<file path="src/rtl/core/c8_pkg.sv">
package c8_pkg;

    localparam int MEM_BYTES_D     = 4096;
    localparam int SCREEN_WIDTH_D  = 64;
    localparam int SCREEN_HEIGHT_D = 32;
    localparam int STACK_DEPTH_D   = 16;

    localparam logic [11:0] PROG_START = 12'h200;
    localparam logic [11:0] FONT_BASE  = 12'h050;

    localparam logic [1:0] OP_LOAD = 2'd0;
    localparam logic [1:0] OP_EXEC = 2'd1;
    localparam logic [1:0] OP_ROW  = 2'd2;

    typedef struct packed {
        logic [7:0] res;
        logic       flag;
        logic       wr_flag;
    } t_alu_out;

    // hex glyphs 0..F, five rows each
    localparam logic [7:0] FONT_ROM [80] = '{
        8'hF0, 8'h90, 8'h90, 8'h90, 8'hF0, 8'h20, 8'h60, 8'h20, 8'h20, 8'h70,
        8'hF0, 8'h10, 8'hF0, 8'h80, 8'hF0, 8'hF0, 8'h10, 8'hF0, 8'h10, 8'hF0,
        8'h90, 8'h90, 8'hF0, 8'h10, 8'h10, 8'hF0, 8'h80, 8'hF0, 8'h10, 8'hF0,
        8'hF0, 8'h80, 8'hF0, 8'h90, 8'hF0, 8'hF0, 8'h10, 8'h20, 8'h40, 8'h40,
        8'hF0, 8'h90, 8'hF0, 8'h90, 8'hF0, 8'hF0, 8'h90, 8'hF0, 8'h10, 8'hF0,
        8'hF0, 8'h90, 8'hF0, 8'h90, 8'h90, 8'hE0, 8'h90, 8'hE0, 8'h90, 8'hE0,
        8'hF0, 8'h80, 8'h80, 8'h80, 8'hF0, 8'hE0, 8'h90, 8'h90, 8'h90, 8'hE0,
        8'hF0, 8'h80, 8'hF0, 8'h80, 8'hF0, 8'hF0, 8'h80, 8'hF0, 8'h80, 8'h80
    };

    function automatic logic [7:0] font_byte(input logic [6:0] i);
        return FONT_ROM[i];
    endfunction

endpackage

</file>
<file path="src/rtl/core/c8_alu.sv">
module c8_alu
    import c8_pkg::*;
(
    input  logic [3:0] i_sub,
    input  logic [7:0] i_vx,
    input  logic [7:0] i_vy,
    output t_alu_out   o_out
);
    logic [8:0] sum;
    always_comb begin
        o_out = '{res: i_vx, flag: 1'b0, wr_flag: 1'b0};
        sum = '0;
        case (i_sub)
            4'h0: o_out.res = i_vy;
            4'h1: o_out.res = i_vx | i_vy;
            4'h2: o_out.res = i_vx & i_vy;
            4'h3: o_out.res = i_vx ^ i_vy;
            4'h4: begin
                sum = {1'b0, i_vx} + {1'b0, i_vy};
                o_out = '{res: sum[7:0], flag: sum[8], wr_flag: 1'b1};
            end
            4'h5: o_out = '{res: i_vx - i_vy, flag: i_vx > i_vy, wr_flag: 1'b1};
            4'h6: o_out = '{res: {1'b0, i_vx[7:1]}, flag: i_vx[0], wr_flag: 1'b1};
            4'h7: o_out = '{res: i_vy - i_vx, flag: i_vy > i_vx, wr_flag: 1'b1};
            4'hE: o_out = '{res: {i_vx[6:0], 1'b0}, flag: i_vx[7], wr_flag: 1'b1};
            default: o_out = '{res: i_vx, flag: 1'b0, wr_flag: 1'b0};
        endcase
    end
endmodule

</file>
<file path="config.mk">
export PLATFORM = sky130hd
export DESIGN_NAME = c8_alu
export DESIGN_NICKNAME = d
export VERILOG_FILES = /design/src/rtl/core/c8_pkg.sv /design/src/rtl/core/c8_alu.sv
export SDC_FILE = /design/constraint.sdc
export NUM_CORES = 1
export LEC_CHECK = 0
export ABC_CLOCK_PERIOD_IN_PS = 4080
export BUFFER_PORTS_ARGS = -buffer_cell sky130_fd_sc_hd__buf_2
export CAP_MARGIN = 20
export CORE_UTILIZATION = 60
export DETAILED_ROUTE_END_ITERATION = 16
export MAX_ROUTING_LAYER = met4
export PLACE_DENSITY = 0.84
export REMOVE_ABC_BUFFERS = 1
export SLEW_MARGIN = 20
export SYNTH_ARGS = -nofsm -noshare
export SYNTH_HDL_FRONTEND = slang
export SYNTH_SLANG_ARGS = --single-unit
</file>
<file path="constraint.sdc">
create_clock -name vclk -period 4.08
set_input_delay 0.816 -clock vclk [all_inputs]
set_output_delay 0.816 -clock vclk [all_outputs]
set_load 0.01 [all_outputs]
</file>
==> flow_metrics.tcl <==
set metrics [dict create \
    ys_types 63 \
    whs_ns 2.002 \
    grt_usage 0.3799 \
    grt_max_degree 27 \
    post-route-util 0.6972 \
    maxCapViolCount 0 \
    ys_seq_area_frac 0 \
    critical_path.slowest_cell "fa_1" \
    slew_headroom 0.5517 \
    cp_num_buf_inv 4 \
    cts_setup_buffers 0 \
    mostFrequentLayoutCell "ha_1" \
    finalCritPeriodShare 0.9438 \
    routed_via_density 6.803 \
    path_class "input port to output pin" \
    yosysWarnings 0 \
    design.core.area_mm2 0.003103 \
    nets 370 \
    n_fill_cell 305 \
    drc 0 \
    areaGrowthSynthToFinish_pct 8.469 \
    leakage_uw 0.0009627 \
    globalplace.congestion 1.059 \
    power_density_mw_per_mm2 124.9 \
    nClkBuffers 0 \
    rsz0062_at_grt "no" \
    power.share.combinational 1.000 \
    overflow 0 \
    antenna_found_initial 0 \
    regArea_um2 0 \
    layout_common_cells "ha_1, buf_2, a21oi_1" \
    p_int_uw 102.4 \
    die_h_um 59.66 \
    multi_input_area_mm2 0.001804 \
    power.share.clock 0 \
    hold_viol 0 \
    cpPeakStageDelay_ns 0.41 \
    period_needed_ns 3.851 \
    ant_nets 0 \
    vdd_drop_max_uv 62.92 \
    worst-endpoint-arrival_ns 3.03 \
    cp_max_fo 6 \
    hp-start "i_vx[2]" \
    die-area_mm2 0.003559 \
    hp-class "input port to output pin" \
    worst_pin_slew_ns 0.6711 \
    drv_slew 0 \
    cp_cell_sequence "buf_2 -> inv_1 -> ha_1 -> inv_1 -> fa_1 -> nor3b_1 -> a211oi_2 -> o31ai_1 -> a211o_1 -> a32oi_1 -> o211ai_1 -> buf_2" \
    hold_buffers 0 \
    critPathTopFamily "compound AO/OA/AOI/OAI gates" \
    start_kind "input port" \
    swShare 0.6211 \
    via_count 2422 \
    ios 30 \
    syn_inst 293 \
    rows 20 \
    dp_slack_ns 0.2742 \
    drt-initial-drc-count 287 \
    dp_hpwl_um 4799 \
    diodes 0 \
    final.setup.tns_ns 0 \
    grt_first_pass_wirelength_um 10060 \
    seqPwrFrac 0 \
    setup_violations 0 \
    hold_depth 3 \
    setup_ws_ns 0.2291 \
    end_kind "output pin" \
    wl_per_cell_um 17.81 \
    start_util 0.6427 \
    grt_pass1_vias 2098 \
    portBuffers 30 \
    dr.pass1.iters 6 \
    ctsResizeCount 0 \
    fp.dieW_um 59.66 \
    synth_area_mm2 0.001994 \
    switchingPower_uw 167.8 \
    postSynthAreaPerCell_um2 6.807 \
    status "completed" \
    wl_um 6342 \
    max_freq_mhz 259.7 \
    worstPathRequired_ns 3.26 \
    holdPathEnd "o_out[4]" \
    n_sequential_cell 0 \
    drive_gt1_frac 0.1474 \
]
through the flow:
step,total power [µW],std cells,cell area (µm²)
after detailed placement,259.6,356,2163
after CTS,260.9,356,2163
final,270.2,356,2163
after global placement,257.5,356,2163
after floorplan,168.8,276,1913
after global routing,292.1,356,2163
kinds of logic (layout without fill, tap and decap cells):
logic type                 count (synthesis)  count (layout)  synth area share
AOI/OAI and AO/OA                        110             110            0.3758
and+or+nand+nor                           92              92            0.2403
buffers and inverters                     46              65           0.09535
adders and majority gates                 36              36            0.2371
muxes                                      7               7           0.04266
xor gates and xnor gates                   2               2          0.008785
synth_stat cells (5+ instances only):
| master | instances | share of area |
|---|---|---|
| ha_1 | 33 | 0.21 |
| a21oi_1 | 27 | 0.068 |
| inv_1 | 24 | 0.045 |
| nor2_1 | 23 | 0.043 |
| nand2_1 | 18 | 0.034 |
| nand3_1 | 14 | 0.035 |
| o21ai_0 | 14 | 0.035 |
| clkbuf_1 | 9 | 0.017 |
| nor3_1 | 8 | 0.020 |
| a211oi_1 | 6 | 0.023 |
| o21ai_1 | 6 | 0.015 |
| buf_2 | 5 | 0.013 |
| nand2b_1 | 5 | 0.016 |
| o22ai_1 | 5 | 0.016 |
| o31ai_1 | 5 | 0.019 |
worst max-delay path by stage:
stage	start	end	slack, ns	depth (start not counted)
global route	i_vx[0]	o_out[1]	0.13	12
finish	i_vx[0]	o_out[1]	0.23	12
floorplan	i_vx[0]	o_out[1]	0.63	10
detailed placement	i_vx[0]	o_out[1]	0.27	12
CTS	i_vx[0]	o_out[1]	0.26	12
global placement	i_vx[0]	o_out[1]	0.33	12
power by group through the flow:
stage | Sequential, µW | Combinational [µW] | Clock (µW)
finish | 0 | 270 | 0
global route | 0 | 292 | 0
CTS | 0 | 261 | 0
detailed placement | 0 | 260 | 0
global placement | 0 | 258 | 0
floorplan | 0 | 169 | 0
layout make-up:
type | count | share of cell area
multi-input combinational | 247 | 0.8340
timing repair buffer | 36 | 0.09023
inverter | 29 | 0.05032
tap | 44 | 0.02545
layer usage:
layer | vias to the layer above | track usage | wire length (µm)
met5 | - | - | 0
met4 | 0 | 0.09967 | 182
met3 | 25 | 0.04545 | 845
met2 | 188 | 0.5889 | 2681
met1 | 1074 | 0.5203 | 2633
li1 | 1135 | - | -
worst min-delay path: stages:
cell and delay (ns):
buf_2 0.12, o32a_1 0.13, buf_2 0.12
No activity file was read; power rests on OpenSTA's default activity.
